**src/hw/rtl/u8s_pkg.sv**
```systemverilog
package u8s_pkg;

  // Default depth of the job queue between front and back
  localparam int unsigned QUEUE_DEPTH = 2;

  // Byte classes and fields
  localparam logic [1:0] CONT_TAG     = 2'b10;
  localparam logic [2:0] LEAD2_TAG    = 3'b110;
  localparam logic [3:0] LEAD3_TAG    = 4'b1110;
  localparam logic [4:0] LEAD4_TAG    = 5'b11110;
  localparam logic [7:0] LATIN1_HI    = 8'hC0;
  localparam logic [7:0] LATIN1_LO    = 8'h80;
  localparam logic [7:0] LOW6_MASK    = 8'h3F;

  // Sequence lengths
  localparam logic [2:0] LEN_IDLE = 3'd0;
  localparam logic [2:0] LEN_TWO  = 3'd2;
  localparam logic [2:0] LEN_THREE = 3'd3;
  localparam logic [2:0] LEN_FOUR = 3'd4;

  // Code point limits
  localparam logic [10:0] MIN_CP2   = 11'h080;
  localparam logic [15:0] MIN_CP3   = 16'h0800;
  localparam logic [15:0] SURR_LO   = 16'hD800;
  localparam logic [15:0] SURR_HI   = 16'hDFFF;
  localparam logic [20:0] MIN_CP4   = 21'h010000;
  localparam logic [20:0] MAX_CP4   = 21'h10FFFF;

  // One unit of work for the back end: up to four source bytes, emitted
  // either raw or each one converted as ISO-8859-1
  typedef struct packed {
    logic [3:0][7:0] bytes;
    logic [2:0]      count;
    logic            conv;
    logic            eot;
  } job_t;

endpackage

```
**src/hw/rtl/u8s_in_if.sv**
```systemverilog
interface u8s_in_if;
  logic       valid;
  logic       ready;
  logic [7:0] in_byte;
  logic       end_of_text;

  modport source (output valid, output in_byte, output end_of_text, input ready);
  modport sink   (input valid, input in_byte, input end_of_text, output ready);
endinterface

```
**src/hw/rtl/u8s_out_if.sv**
```systemverilog
interface u8s_out_if;
  logic       valid;
  logic       ready;
  logic [7:0] out_byte;
  logic       run_last;
  logic       text_end;

  modport source (output valid, output out_byte, output run_last, output text_end,
                  input ready);
  modport sink   (input valid, input out_byte, input run_last, input text_end,
                  output ready);
endinterface

```
**src/hw/rtl/u8s_front.sv**
```systemverilog
module u8s_front (
  input  logic          clk_i,
  input  logic          rst_ni,
  u8s_in_if.sink        in_i,
  input  logic          q_full_i,
  output logic          q_push_o,
  output u8s_pkg::job_t q_job_o
);
  import u8s_pkg::*;

  logic [2:0][7:0] held_q, held_d;
  logic [1:0]      cnt_q, cnt_d;
  logic [2:0]      exp_q, exp_d;

  logic       accept;
  logic [7:0] b;
  logic       eot;
  logic       busy;
  logic       is_cont;
  logic [2:0] lead_len;
  logic [1:0] n;
  logic       complete;
  logic       seq_ok;
  logic [7:0] s1, s2;
  logic [10:0] cp2;
  logic [15:0] cp3;
  logic [20:0] cp4;
  job_t       job;

  assign b        = in_i.in_byte;
  assign eot      = in_i.end_of_text;
  assign in_i.ready = !q_full_i;
  assign accept   = in_i.valid && in_i.ready;
  assign busy     = (exp_q != LEN_IDLE);
  assign is_cont  = (b[7:6] == CONT_TAG);
  assign n        = busy ? cnt_q : 2'd0;
  assign complete = ({1'b0, cnt_q} + 3'd1 >= exp_q) || (cnt_q == 2'd3);

  // Classify a lead byte by its sequence length
  always_comb begin
    priority if (b[7:5] == LEAD2_TAG) begin
      lead_len = LEN_TWO;
    end else if (b[7:4] == LEAD3_TAG) begin
      lead_len = LEN_THREE;
    end else if (b[7:3] == LEAD4_TAG) begin
      lead_len = LEN_FOUR;
    end else begin
      lead_len = LEN_IDLE;
    end
  end

  // Assemble the code point of a completed sequence and check it
  assign s1  = (cnt_q == 2'd1) ? b : held_q[1];
  assign s2  = (cnt_q == 2'd2) ? b : held_q[2];
  assign cp2 = {held_q[0][4:0], b[5:0]};
  assign cp3 = {held_q[0][3:0], s1[5:0], b[5:0]};
  assign cp4 = {held_q[0][2:0], s1[5:0], s2[5:0], b[5:0]};

  always_comb begin
    unique case (exp_q)
      LEN_TWO:   seq_ok = (cp2 >= MIN_CP2);
      LEN_THREE: seq_ok = (cp3 >= MIN_CP3) && !((cp3 >= SURR_LO) && (cp3 <= SURR_HI));
      LEN_FOUR:  seq_ok = (cp4 >= MIN_CP4) && (cp4 <= MAX_CP4);
      default:   seq_ok = 1'b0;
    endcase
  end

  // Build the job: held bytes first, the new byte right after them
  always_comb begin
    for (int i = 0; i < 3; i++) begin
      job.bytes[i] = (n == 2'(i)) ? b : held_q[i];
    end
    job.bytes[3] = b;
    job.eot      = eot;
    job.conv     = 1'b1;
    job.count    = {1'b0, n} + 3'd1;
    held_d       = held_q;
    cnt_d        = 2'd0;
    exp_d        = LEN_IDLE;

    if (busy && is_cont) begin
      if (complete) begin
        job.conv = !seq_ok;
      end else if (!eot) begin
        // hold the continuation byte, nothing to emit yet
        job.count = 3'd0;
        for (int i = 0; i < 3; i++) begin
          if (cnt_q == 2'(i)) begin
            held_d[i] = b;
          end
        end
        cnt_d = cnt_q + 2'd1;
        exp_d = exp_q;
      end
    end else if ((lead_len != LEN_IDLE) && !eot) begin
      // flush any broken sequence, then start holding the new lead
      job.count = {1'b0, n};
      held_d[0] = b;
      cnt_d     = 2'd1;
      exp_d     = lead_len;
    end
  end

  assign q_job_o  = job;
  assign q_push_o = accept && (job.count != 3'd0);

  // Advance the held sequence on each accepted beat
  always_ff @(posedge clk_i or negedge rst_ni) begin
    if (!rst_ni) begin
      cnt_q <= 2'd0;
      exp_q <= LEN_IDLE;
    end else if (accept) begin
      cnt_q <= cnt_d;
      exp_q <= exp_d;
    end
  end

  always_ff @(posedge clk_i) begin
    if (accept) begin
      held_q <= held_d;
    end
  end

endmodule

```
**src/hw/rtl/u8s_queue.sv**
```systemverilog
module u8s_queue #(
  parameter int unsigned Depth = u8s_pkg::QUEUE_DEPTH
) (
  input  logic          clk_i,
  input  logic          rst_ni,
  input  logic          push_i,
  input  u8s_pkg::job_t job_i,
  output logic          full_o,
  output logic          valid_o,
  input  logic          pop_i,
  output u8s_pkg::job_t job_o
);
  import u8s_pkg::*;

  localparam int unsigned PtrW = (Depth > 1) ? $clog2(Depth) : 1;
  localparam int unsigned CntW = $clog2(Depth + 1);

  job_t            mem_q [Depth];
  logic [PtrW-1:0] wr_q, rd_q;
  logic [CntW-1:0] fill_q;
  logic            do_push, do_pop;

  assign full_o  = (fill_q == CntW'(Depth));
  assign valid_o = (fill_q != '0);
  assign do_push = push_i && !full_o;
  assign do_pop  = pop_i && valid_o;
  assign job_o   = mem_q[rd_q];

  // Store entries
  always_ff @(posedge clk_i) begin
    if (do_push) begin
      mem_q[wr_q] <= job_i;
    end
  end

  // Advance pointers and fill level
  always_ff @(posedge clk_i or negedge rst_ni) begin
    if (!rst_ni) begin
      wr_q   <= '0;
      rd_q   <= '0;
      fill_q <= '0;
    end else begin
      if (do_push) begin
        wr_q <= (wr_q == PtrW'(Depth - 1)) ? '0 : wr_q + PtrW'(1);
      end
      if (do_pop) begin
        rd_q <= (rd_q == PtrW'(Depth - 1)) ? '0 : rd_q + PtrW'(1);
      end
      if (do_push && !do_pop) begin
        fill_q <= fill_q + CntW'(1);
      end else if (do_pop && !do_push) begin
        fill_q <= fill_q - CntW'(1);
      end
    end
  end

endmodule

```
**src/hw/rtl/u8s_back.sv**
```systemverilog
module u8s_back (
  input  logic          clk_i,
  input  logic          rst_ni,
  input  logic          q_valid_i,
  input  u8s_pkg::job_t q_job_i,
  output logic          q_pop_o,
  u8s_out_if.source     out_o
);
  import u8s_pkg::*;

  logic [1:0] idx_q;
  logic       half_q;
  logic       valid_q;
  logic [7:0] byte_q;
  logic       last_q;
  logic       end_q;

  logic       can_load;
  logic       step;
  logic [7:0] cur;
  logic       conv;
  logic       final_byte;
  logic       byte_done;
  logic       job_done;
  logic [7:0] beat;

  assign can_load   = !valid_q || out_o.ready;
  assign step       = can_load && q_valid_i;
  assign cur        = q_job_i.bytes[idx_q];
  assign conv       = q_job_i.conv && cur[7];
  assign final_byte = ({1'b0, idx_q} + 3'd1 == q_job_i.count);
  assign byte_done  = !conv || half_q;
  assign job_done   = final_byte && byte_done;
  assign q_pop_o    = step && job_done;

  // Pick the beat: raw byte, or Latin-1 high then low half
  always_comb begin
    priority if (conv && !half_q) begin
      beat = LATIN1_HI | {6'd0, cur[7:6]};
    end else if (conv) begin
      beat = LATIN1_LO | (cur & LOW6_MASK);
    end else begin
      beat = cur;
    end
  end

  // Walk the job one beat at a time
  always_ff @(posedge clk_i or negedge rst_ni) begin
    if (!rst_ni) begin
      idx_q   <= 2'd0;
      half_q  <= 1'b0;
      valid_q <= 1'b0;
    end else if (can_load) begin
      valid_q <= q_valid_i;
      if (q_valid_i) begin
        if (job_done) begin
          idx_q  <= 2'd0;
          half_q <= 1'b0;
        end else if (byte_done) begin
          idx_q  <= idx_q + 2'd1;
          half_q <= 1'b0;
        end else begin
          half_q <= 1'b1;
        end
      end
    end
  end

  // Hold the output beat until it is taken
  always_ff @(posedge clk_i) begin
    if (step) begin
      byte_q <= beat;
      last_q <= job_done;
      end_q  <= job_done && q_job_i.eot;
    end
  end

  assign out_o.valid    = valid_q;
  assign out_o.out_byte = byte_q;
  assign out_o.run_last = last_q;
  assign out_o.text_end = end_q;

endmodule

```
**src/hw/rtl/utf8_sanitize_latin1_fallback_unit.sv**
```systemverilog
// UTF-8 sanitizer with ISO-8859-1 fallback.
// in_i carries one raw text byte per beat plus an end-of-text flag; out_o
// carries one byte of valid UTF-8 per beat, with run_last on the last beat
// of each job and text_end on the last beat of the text.
// The front end decodes each byte combinationally against the held lead and
// continuation bytes and posts a job of up to four source bytes to a short
// queue; the back end expands the job one output beat per cycle while the
// receiver is ready, two beats for each byte that is converted as Latin-1.
// An input beat passes through the queue entry register and then the back
// end's output register. The front end takes one input beat per cycle while
// the queue has room; the output beat count per input byte (0 to 8) sets the
// sustained input rate, and Latin-1 text gives two output beats per byte.
// Reset clears the held sequence, the queue and the output valid flag.
// When the receiver stalls, the output beat holds, the queue fills and
// in_i.ready drops until room frees up.
module utf8_sanitize_latin1_fallback_unit #(
  parameter int unsigned QueueDepth = u8s_pkg::QUEUE_DEPTH
) (
  input  logic      clk_i,
  input  logic      rst_ni,
  u8s_in_if.sink    in_i,
  u8s_out_if.source out_o
);
  import u8s_pkg::*;

  logic q_push, q_full, q_valid, q_pop;
  job_t job_in, job_out;

  u8s_front u_front (
    .clk_i    (clk_i),
    .rst_ni   (rst_ni),
    .in_i     (in_i),
    .q_full_i (q_full),
    .q_push_o (q_push),
    .q_job_o  (job_in)
  );

  u8s_queue #(
    .Depth (QueueDepth)
  ) u_queue (
    .clk_i   (clk_i),
    .rst_ni  (rst_ni),
    .push_i  (q_push),
    .job_i   (job_in),
    .full_o  (q_full),
    .valid_o (q_valid),
    .pop_i   (q_pop),
    .job_o   (job_out)
  );

  u8s_back u_back (
    .clk_i     (clk_i),
    .rst_ni    (rst_ni),
    .q_valid_i (q_valid),
    .q_job_i   (job_out),
    .q_pop_o   (q_pop),
    .out_o     (out_o)
  );

endmodule
```
**src/flat_wrapper.sv**
```systemverilog
// flat-port wrapper written by rule: the top's interface ports become plain ports
module utf8_sanitize_latin1_fallback_unit_flat import u8s_pkg::*;
#(
  parameter int unsigned QueueDepth = u8s_pkg::QUEUE_DEPTH
)
  (clk_i, rst_ni, in_i_valid, in_i_in_byte, in_i_end_of_text, in_i_ready, out_o_valid, out_o_out_byte, out_o_run_last, out_o_text_end, out_o_ready);
  u8s_in_if in_i_i ();
  u8s_out_if out_o_i ();
  input  logic clk_i;
  input  logic rst_ni;
  input wire logic [$bits(in_i_i.valid)-1:0] in_i_valid;
  input wire logic [$bits(in_i_i.in_byte)-1:0] in_i_in_byte;
  input wire logic [$bits(in_i_i.end_of_text)-1:0] in_i_end_of_text;
  output wire logic [$bits(in_i_i.ready)-1:0] in_i_ready;
  output wire logic [$bits(out_o_i.valid)-1:0] out_o_valid;
  output wire logic [$bits(out_o_i.out_byte)-1:0] out_o_out_byte;
  output wire logic [$bits(out_o_i.run_last)-1:0] out_o_run_last;
  output wire logic [$bits(out_o_i.text_end)-1:0] out_o_text_end;
  input wire logic [$bits(out_o_i.ready)-1:0] out_o_ready;
  assign in_i_i.valid = in_i_valid;
  assign in_i_i.in_byte = in_i_in_byte;
  assign in_i_i.end_of_text = in_i_end_of_text;
  assign in_i_ready = in_i_i.ready;
  assign out_o_valid = out_o_i.valid;
  assign out_o_out_byte = out_o_i.out_byte;
  assign out_o_run_last = out_o_i.run_last;
  assign out_o_text_end = out_o_i.text_end;
  assign out_o_i.ready = out_o_ready;
  utf8_sanitize_latin1_fallback_unit #(.QueueDepth(QueueDepth)) u_core (.clk_i(clk_i), .rst_ni(rst_ni), .in_i(in_i_i), .out_o(out_o_i));
endmodule
```
**config.mk**
```make
export PLATFORM = sky130hd
export DESIGN_NAME = utf8_sanitize_latin1_fallback_unit_flat
export DESIGN_NICKNAME = d
export VERILOG_FILES = /design/src/hw/rtl/u8s_pkg.sv /design/src/hw/rtl/u8s_in_if.sv /design/src/hw/rtl/u8s_out_if.sv /design/src/hw/rtl/u8s_front.sv /design/src/hw/rtl/u8s_queue.sv /design/src/hw/rtl/u8s_back.sv /design/src/hw/rtl/utf8_sanitize_latin1_fallback_unit.sv /design/src/flat_wrapper.sv
export SDC_FILE = /design/constraint.sdc
export NUM_CORES = 1
export LEC_CHECK = 0
export BUFFER_PORTS_ARGS = -buffer_cell sky130_fd_sc_hd__buf_2
export CORE_MARGIN = 3
export CORE_UTILIZATION = 40
export CTS_CLUSTER_DIAMETER = 50
export DETAILED_ROUTE_END_ITERATION = 8
export GPL_TIMING_DRIVEN = 0
export PLACE_DENSITY = 0.55
export SETUP_SLACK_MARGIN = 0.2
export SLEW_MARGIN = 20
export SYNTH_ARGS = -nofsm -noshare
export SYNTH_HDL_FRONTEND = slang
export SYNTH_SLANG_ARGS = --single-unit
```
**constraint.sdc**
```tcl
create_clock -name clk_i -period 4.7 [get_ports clk_i]
set_input_delay 0.705 -clock clk_i [delete_from_list [all_inputs] [get_ports clk_i]]
set_output_delay 0.705 -clock clk_i [all_outputs]
set_load 0.1 [all_outputs]
```
==> results of run 1 <==
[worst paths after layout]
path | from | endpoint | slack, ps | depth (start not counted)
setup / recovery | u_core.u_front.cnt_q[0]$_DFFE_PN0P_ | u_core.u_front.held_q[19]$_DFFE_PP_ | 1440 | 7
hold / removal | rst_ni | u_core.u_queue.fill_q[0]$_DFFE_PN0P_ | 200 | 1
setup reg to reg | u_core.u_front.cnt_q[0]$_DFFE_PN0P_ | u_core.u_front.held_q[19]$_DFFE_PP_ | 1440 | 7
hold reg to reg | u_core.u_back.out_o.valid$_DFFE_PN0N_ | u_core.u_back.out_o.valid$_DFFE_PN0N_ | 490 | 2
max in group asynchronous | rst_ni | u_core.u_back.idx_q[1]$_DFFE_PN0P_ | 4230 | 1
min in group clk_i | u_core.u_back.out_o.valid$_DFFE_PN0N_ | u_core.u_back.out_o.valid$_DFFE_PN0N_ | 490 | 2
[layout make-up]
type	count	area, um^2	share of cell area (%)
well taps	172	215.2	3.411
plain buffers	12	63.81	1.012
repair buffers	26	167.7	2.658
flip-flops and latches	121	3568	56.56
inverters	12	45.04	0.7140
clock inverters	12	107.6	1.706
clock buffers	20	436.7	6.922
multi-input cells	182	1704	27.01
[routing by layer]
| layer | track usage [%] | vias up |
|---|---|---|
| li1 | - | 1345 |
| met1 | 22.06 | 1437 |
| met2 | 22.03 | 61 |
| met3 | 4.782 | 15 |
| met4 | 6.513 | 0 |
| met5 | 0 | - |
[critical path: cells and delay by family (launching register included)]
family                     cells  cell delay (ps)
and+or+nand+nor                2             1330
buffers and inverters          1              140
AOI/OAI and AO/OA              2              300
adders and majority gates      2              550
DFF                            1              550
[state kept, by name (all words and copies together), names as in the netlist, 2 cells and up]
name                          flops
u_core.u_queue.mem_q             74
u_core.u_front.held_q            19
u_core.u_back.out_o.out_byte      8
u_core.u_front.cp2                5
u_core.u_front.exp_q              3
u_core.u_back.idx_q               2
u_core.u_front.cnt_q              2
u_core.u_queue.fill_q             2
[layout by cell type, fill, tap and decap left out, types with 2 or more instances in the layout]
cell type  synthesis  routed
a22o_1             2       2
buf_2              3      27
edfxtp_1         108     108
bufinv_16          0       2
ha_1              13      13
mux4_2            16      16
clkinv_1           0       4
or2_2              2       2
clkbuf_1           5       8
and3_1             4       4
clkinv_2           0       5
buf_4              2       2
nand2b_1           2       2
nand3_1            7       7
nor2_1            14      12
nor2_4             3       5
nand2_1           26      26
o21ai_0            5       5
mux2_2            36      36
o41ai_1            2       2
inv_1             11      11
a21oi_1            7       6
clkbuf_16          0      17
o22ai_1            2       2
xnor2_1            4       4
dfrtp_1           13      13
xor2_1             4       4
mux2i_1            8       8
nor4_1             3       3
[stage by stage]
step / cell area, um^2 / total power [mW] / worst slack (ps) / instances
floorplan: 5363 / 2.646 / 754.0 / 327
global placement: 5698 / 2.920 / -420.7 / 523
detailed placement: 5761 / 2.962 / 1152 / 525
CTS: 6305 / 4.161 / 1130 / 557
global route: 6309 / 4.327 / 1263 / 557
finish: 6309 / 4.115 / 1444 / 557
[power breakdown]
part / switching (mW) / total, mW / internal [mW]
Clock: 0.426 / 1.19 / 0.764
Sequential: 0.0841 / 1.54 / 1.46
Combinational: 0.933 / 1.38 / 0.449
[cells by family (layout without fill, tap and decap cells)]
logic type | after synthesis | after routing | synth area share [%]
adder cells (fa/ha/maj) | 13 | 13 | 3.033
AO/OA/AOI/OAI | 26 | 26 | 3.407
XOR/XNOR | 9 | 9 | 1.610
multiplexers | 61 | 61 | 16.19
buffers and inverters | 24 | 82 | 2.030
AND/OR/NAND/NOR | 73 | 73 | 7.186
flip-flops | 121 | 121 | 66.54
==> flow_summary.toml, run 1 <==
[synthesis]
synth_cells = 327
ys_top_cells_by_area = "edfxtp_1 (60%), mux2_2 (7.6%), mux4_2 (6.7%)"
yosysMostFrequentCell = "edfxtp_1"
synth_largest_area_cell = "edfxtp_1"
netlist_area_um2 = 5363
synth_fp_nets = 353
synth_edf_count = 108
seq_area_frac_synth_pct = 66.54
synth_warnings = 0
ys_ff_latch = 121
yosysUniqueCellTypes = 50
synth_ff_type = "edfxtp_1"
syn_area_per_cell_um2 = 16.40
async_flop_share_pct = 10.74
synth_common_cells = "edfxtp_1 (108), mux2_2 (36), nand2_1 (26)"
synth_top_area_share_pct = 60.48

[detailed_routing]
detail_route.wirelength_mm = 10.34
via_per_inst = 5.131
first_pass_iters = 5
drc = 0
wl_per_cell_um = 18.56
num_vias = 2858
top_layer = "met4"
routed-wl-met3_um = 523
wl_met1_mm = 4.932
drtIter0Drc = 285
ant_nets = 0
dr_wl_met2_mm = 4.689

[timing]
hold_viol = 0
fin_crit_ps = 3256
rsz0062_at_grt = "no"
timing.hold.ws_ps = 201.6
tightest_slew_ps = 1018
max_slew_margin_pct = 31.88
final.setup_skew_ps = 5.392
setup-violations-final = 0
fmax_mhz = 307.2
fin_crit_sh_pct = 69.27
drv_slew = 0
fin_setup_tns_ps = 0

[grt]
track_usage_pct = 15.47
antenna_found_initial = 0
grt_pass1_wl_mm = 16.43
grt_overflow_total = 0
grt_pass1_vias = 2858
grt_start_max_net_pins = 25

[critical_path]
crit_required_ps = 4730
cp_common_cell = "ha_1"
slowest_stage = "nor2_1"
critical-path-max-stage-delay_ps = 800
path_cells = "inv_1 -> ha_1 -> ha_1 -> a211oi_2 -> o21ai_2 -> or4_4 -> nor2_1"
arrival_ps = 3290
cp-end-kind = "register"
path_class = "register to register"
cp_max_fo = 12
worstSetupStartpointType = "register"

[status]
status = "completed"

[finish]
drive_above_1_share_pct = 32.99
synthToLayoutAreaGrowth_pct = 17.64
nets = 398
fill_cells = 1123
fin_util_pct = 48.99
antennaDiodeCount = 0

[worst_hold_path]
hp-class = "input pin to async pin"

[clock_network]
cts_buffer_depth = 2
path_clk_slew_ps = 50
cts_tree = "yes"
cts_max_level = 4
post-cts-setup-buffers = 0
cts_resized = 0
cts.sinks = 121
clock_latency_ps = 410
hold_buffers = 0
cts_root_buf = "clkbuf_16"
numCtsBuffers = 17

[die]
std_cell_rows = 41
die-area_um2 = 14830
floorplan.initialDensity_pct = 41.65
die_width_um = 121.8
pin_count = 25
core-area_um2 = 12880
die_h_um = 121.8

[power]
powerDensity_nw_per_um2 = 652.4
ir_worst_vdd_mv = 0.2892
power.leakage_nw = 2.275

[place]
gp_congestion = 0.7879
dpl.hpwl_mm = 7.085
io_buffers = 24

[run]
drv_cap = 0
(Power assumes the default switching activity.)
==> run 2, diff against run 1 <==
==> constraint.sdc (replaced) <==
create_clock -name clk_i -period 3.2 [get_ports clk_i]
set_input_delay 0.48 -clock clk_i [delete_from_list [all_inputs] [get_ports clk_i]]
set_output_delay 0.48 -clock clk_i [all_outputs]
set_load 0.1 [all_outputs]
==> flow_summary.toml, run 2 (synthesis results as in run 1) <==
[die]
floorplan.initialDensity_pct = 41.65
std_cell_rows = 41
core-area_um2 = 12880
die_width_um = 121.8
die_h_um = 121.8
die-area_um2 = 14830
pin_count = 25

[clock_network]
cts_buffer_depth = 2
cts_root_buf = "clkbuf_16"
cts_tree = "yes"
clock_latency_ps = 410
cts_max_level = 4
cts.sinks = 121
path_clk_slew_ps = 50
numCtsBuffers = 17

[critical_path]
r2r_start = "u_core.u_front.cnt_q[0]$_DFFE_PN0P_"
r2r-end = "u_core.u_queue.fill_q[1]$_DFFE_PN0P_"
worstSetupStartpointType = "register"
path_cells = "ha_1 -> ha_1 -> a211oi_2 -> o21ai_2 -> or4_4 -> o211ai_1 -> a31o_4 -> inv_1 -> ha_1 -> nor2_1 -> xor2_1"
cp_common_cell = "ha_1"
path_delay_family = "adder cells"
critical-path-max-stage-delay_ps = 530
crit_start = "u_core.u_front.cnt_q[0]$_DFFE_PN0P_"
crit_end = "u_core.u_queue.fill_q[1]$_DFFE_PN0P_"
arrival_ps = 3220
cp_max_fo = 5
cp-end-kind = "register"
r2r_setup_slack_ps = 310
r2r_cells = 11
cp.buffers_inverters = 1
crit_required_ps = 3530
slowest_stage = "or4_4"
path_class = "register to register"
crit_cells = 11

[timing]
setup-violations-final = 0
rsz0062_at_grt = "no"
final.setup_skew_ps = 6.279
hold_viol = 0
tightest_slew_ps = 682.5
drv_slew = 0
fmax_mhz = 345.5
fin_crit_sh_pct = 90.44
fin_crit_ps = 2894
fin_setup_tns_ps = 0
max_slew_margin_pct = 54.50

[finish]
final_common_cell = "edfxtp_1"
synthToLayoutAreaGrowth_pct = 20.70
top_register = "u_core.u_queue.mem_q"
fill_cells = 1079
final_cell_mix = "edfxtp_1 (108), mux2_2 (36), buf_2 (27), nand2_1 (26), clkbuf_16 (17)"
nets = 408
drive_above_1_share_pct = 35.79
largest_reg_flops = 74
antennaDiodeCount = 0

[grt]
grt_pass1_vias = 2944
antenna_found_initial = 0
track_usage_pct = 15.46
grt_pass1_wl_mm = 16.47
grt_start_max_net_pins = 21
grt_overflow_total = 0

[detailed_routing]
drtIter0Drc = 147
detail_route.wirelength_mm = 10.45
ant_nets = 0
via_per_inst = 5.124
wl_per_cell_um = 18.46
num_vias = 2900
drc = 0
first_pass_iters = 4

[status]
status = "completed"

[power]
p_total_mw = 6.202
ir_worst_vdd_mv = 0.4497
power.leakage_nw = 2.334
powerDensity_nw_per_um2 = 958.3

[run]
drv_cap = 0

[place]
dpl.hpwl_mm = 7.058
gp_congestion = 0.7642
io_buffers = 24

[worst_hold_path]
hp-class = "input pin to register"
whs_path_depth = 1
## run 2: final cells by class
cell class              instances  area (um^2)  share of cell area, %
plain buffers                  12        63.81                 0.9859
clock buffers                  19        432.9                  6.689
clock inverters                12        132.6                  2.049
inverters                      12        45.04                 0.6959
multi-input cells             183         1743                  26.93
flip-flops and latches        121         3570                  55.15
well taps                     172        215.2                  3.325
repair buffers                 35        270.3                  4.176
## run 2: per-layer routing
metal / track usage (%) / vias up / part of all wire (%)
met2: 22.65 / 58 / 46
li1: - / 1365 / -
met1: 21.55 / 1462 / 47
met4: 6.583 / 0 / 1.8
met5: 0 / - / 0
met3: 4.596 / 15 / 4.3
## run 2: power breakdown
part,internal (mW),switching [mW]
sequential,2.14,0.130
combinational,0.728,1.38
clock,1.20,0.621
## run 2: repair_timing
action	4_1_cts	5_1_grt
setup buffers	5	3
hold endpoints to repair	13	0
cloned	1	0
hold buffers	1	0
endpoints found under the setup margin	96	73
pin swaps	3	6
gates resized for setup	3	6
## run 2: worst register-to-register path, stage by stage (launching register included)
cell and delay (ps):
dfrtp_2 430, ha_1 240, ha_1 310, a211oi_2 200, o21ai_2 120, or4_4 530
o211ai_1 130, a31o_4 200, inv_1 50, ha_1 320, nor2_1 140, xor2_1 150
## run 2: worst min-delay path by stage
stage	from	endpoint
2_1_floorplan	rst_ni	u_core.u_back.half_q$_DFFE_PN0P_
3_3_place_gp	rst_ni	u_core.u_back.out_o.valid$_DFFE_PN0N_
4_1_cts	in_i_in_byte[6]	u_core.u_queue.mem_q[1][35]$_DFFE_PP_
5_1_grt	in_i_in_byte[6]	u_core.u_queue.mem_q[1][35]$_DFFE_PP_
3_5_place_dp	rst_ni	u_core.u_queue.fill_q[0]$_DFFE_PN0P_
6_report	in_i_in_byte[6]	u_core.u_queue.mem_q[0][35]$_DFFE_PP_
## run 2: stage by stage
stage                     cells  hold WS, ps  util, %  cell area (um^2)  setup slack (ps)
after global placement      523        402.9    44.29              5703            -938.4
after floorplan             327        184.4        -              5368            -125.6
after global routing        566        315.2    50.27              6472             196.5
after CTS                   563        310.7    49.86              6420             169.1
final                       566        323.7    50.27              6472             305.9
after detailed placement    525        408.4    44.80              5768            -316.5
==> run 3, diff against run 2 <==
--- a/config.mk
+++ b/config.mk
@@ -6,12 +6,12 @@
 export NUM_CORES = 1
 export LEC_CHECK = 0
 export BUFFER_PORTS_ARGS = -buffer_cell sky130_fd_sc_hd__buf_2
+export CAP_MARGIN = 5
 export CORE_MARGIN = 3
 export CORE_UTILIZATION = 40
 export CTS_CLUSTER_DIAMETER = 50
 export DETAILED_ROUTE_END_ITERATION = 8
 export GPL_TIMING_DRIVEN = 0
-export PLACE_DENSITY = 0.55
 export SETUP_SLACK_MARGIN = 0.2
 export SLEW_MARGIN = 20
 export SYNTH_ARGS = -nofsm -noshare
==> flow_summary.toml, run 3 (synthesis results as in run 1) <==
[critical_path]
r2r_cells = 11
path_class = "register to register"
cp-end-kind = "register"
crit_required_ps = 3300
arrival_ps = 3010
worstSetupStartpointType = "register"
cp_max_fo = 24

[timing]
max_slew_margin_pct = 54.98
tightest_slew_ps = 675.3
hold_viol = 0
drv_slew = 0
final.setup_skew_ps = 10.55
fin_crit_sh_pct = 91.03
rsz0062_at_grt = "yes"
fmax_mhz = 343.3
setup-violations-final = 0
timing.hold.ws_ps = 331.0
fin_ws_ps = 286.9
fin_crit_ps = 2913
fin_setup_tns_ps = 0

[clock_network]
path_clk_slew_ps = 60
cts_buffer_depth = 2
cts_root_buf = "clkbuf_16"
clock_latency_ps = 400
cts.sinks = 121
numCtsBuffers = 17
cts_max_level = 4
cts_tree = "yes"

[finish]
fin_cells = 567
antennaDiodeCount = 0
fin_util_pct = 50.41
final_common_cell = "edfxtp_1"
final_cell_mix = "edfxtp_1 (108), mux2_2 (36), buf_2 (27), nand2_1 (26), clkbuf_16 (17)"
finish.instance_area_um2 = 6491
nets = 408
drive_above_1_share_pct = 37.97
synthToLayoutAreaGrowth_pct = 21.05
fill_cells = 1045
register_area_um2 = 3570
largest_reg_flops = 74
top_register = "u_core.u_queue.mem_q"
multiInputGateArea_um2 = 1757

[grt]
grt_overflow_total = 0
track_usage_pct = 15.16
grt_pass1_vias = 2977
antenna_found_initial = 0
grt_pass1_wl_mm = 16.45
grt_start_max_net_pins = 25

[power]
power.leakage_nw = 2.340
p_total_mw = 6.183
seqPwrFrac_pct = 36.6
ir_worst_vdd_mv = 0.4018
switchingPower_mw = 2.134
clkPwrFrac_pct = 29.4
powerDensity_nw_per_um2 = 952.6
comb_power_share_pct = 34.0
switching_share_pct = 34.51
p_int_mw = 4.049

[worst_hold_path]
hp-class = "input pin to register"
whs_path_depth = 1

[die]
die_h_um = 121.8
pin_count = 25
floorplan.initialDensity_pct = 41.65
die_width_um = 121.8
core-area_um2 = 12880
die-area_um2 = 14830
std_cell_rows = 41

[detailed_routing]
ant_nets = 0
via_per_inst = 5.072
drc = 0
detail_route.wirelength_mm = 10.28
drtIter0Drc = 215
wl_per_cell_um = 18.13
first_pass_iters = 4
num_vias = 2876

[place]
place_area_um2 = 5753
dp_slack_ps = -388.2
gp_congestion = 0.8010
dp.cells = 525
dpl.hpwl_mm = 7.114
io_buffers = 24

[run]
drv_cap = 0

[status]
status = "completed"
[run 3: cell count changes in the layout (fill, tap and decap cells not counted), moves of 2 or more]
cell,before,now
clkinv_1,6,0
clkinv_2,1,5
clkbuf_8,0,3
ha_1,12,9
buf_12,2,4
buf_16,2,0
ha_2,0,2
[run 3: path summary, 6_finish.rpt]
path                                                       start                                    end  slack [ps]
max in group asynchronous                                 rst_ni    u_core.u_front.cnt_q[0]$_DFFE_PN0P_        2370
hold reg to reg            u_core.u_back.out_o.valid$_DFFE_PN0N_  u_core.u_back.out_o.valid$_DFFE_PN0N_         490
setup / recovery             u_core.u_front.cnt_q[0]$_DFFE_PN0P_  u_core.u_queue.mem_q[1][17]$_DFFE_PP_         290
min in group asynchronous                                 rst_ni        u_core.u_queue.rd_q$_DFFE_PN0P_         540
hold / removal                                   in_i_in_byte[6]    u_core.u_front.held_q[22]$_DFFE_PP_         330
setup reg to reg             u_core.u_front.cnt_q[0]$_DFFE_PN0P_  u_core.u_queue.mem_q[1][17]$_DFFE_PP_         290
[run 3: critical path, stage by stage, from the launching register on]
cell and delay (ps):
dfrtp_2 430, inv_2 90, ha_4 200, ha_2 300, nand2_1 60, o21ai_2 220, nor4b_1 370, a311oi_2 120
a31o_4 280, buf_4 140, nor2_4 170, buf_12 200
[run 3: layout make-up]
cell class                      instances  area share, %
Clock inverter                          9          1.542
Inverter                               12         0.6939
Multi-Input combinational cell        182          27.06
Clock buffer                           23          7.363
Tap cell                              172          3.315
Timing Repair Buffer                   36          4.048
Buffer                                 12         0.9830
Sequential cell                       121          54.99
[run 3: per-layer routing]
| metal | track usage, % | wire length, um | vias up |
|---|---|---|---|
| met5 | 0 | 0 | - |
| met4 | 5.742 | 121 | 0 |
| met3 | 4.039 | 409 | 8 |
| met2 | 23.79 | 5014 | 63 |
| met1 | 20.36 | 4734 | 1443 |
| li1 | - | - | 1362 |
[run 3: timing repair]
action | CTS | global route
setup endpoints to repair | 70 | 10
endpoints found under the hold margin | 13 | 0
pin swaps | 5 | 6
hold buffers | 1 | 0
setup buffers | 3 | 6
resized for setup | 4 | 8
[run 3: power by group through the flow]
stage	Combinational, mW	Clock (mW)	Sequential [mW]
after floorplan	1.10	0	2.78
after global placement	1.97	0	2.29
after detailed placement	2.04	0	2.30
after CTS	2.10	1.84	2.27
after global routing	2.26	1.92	2.29
final	2.10	1.82	2.26
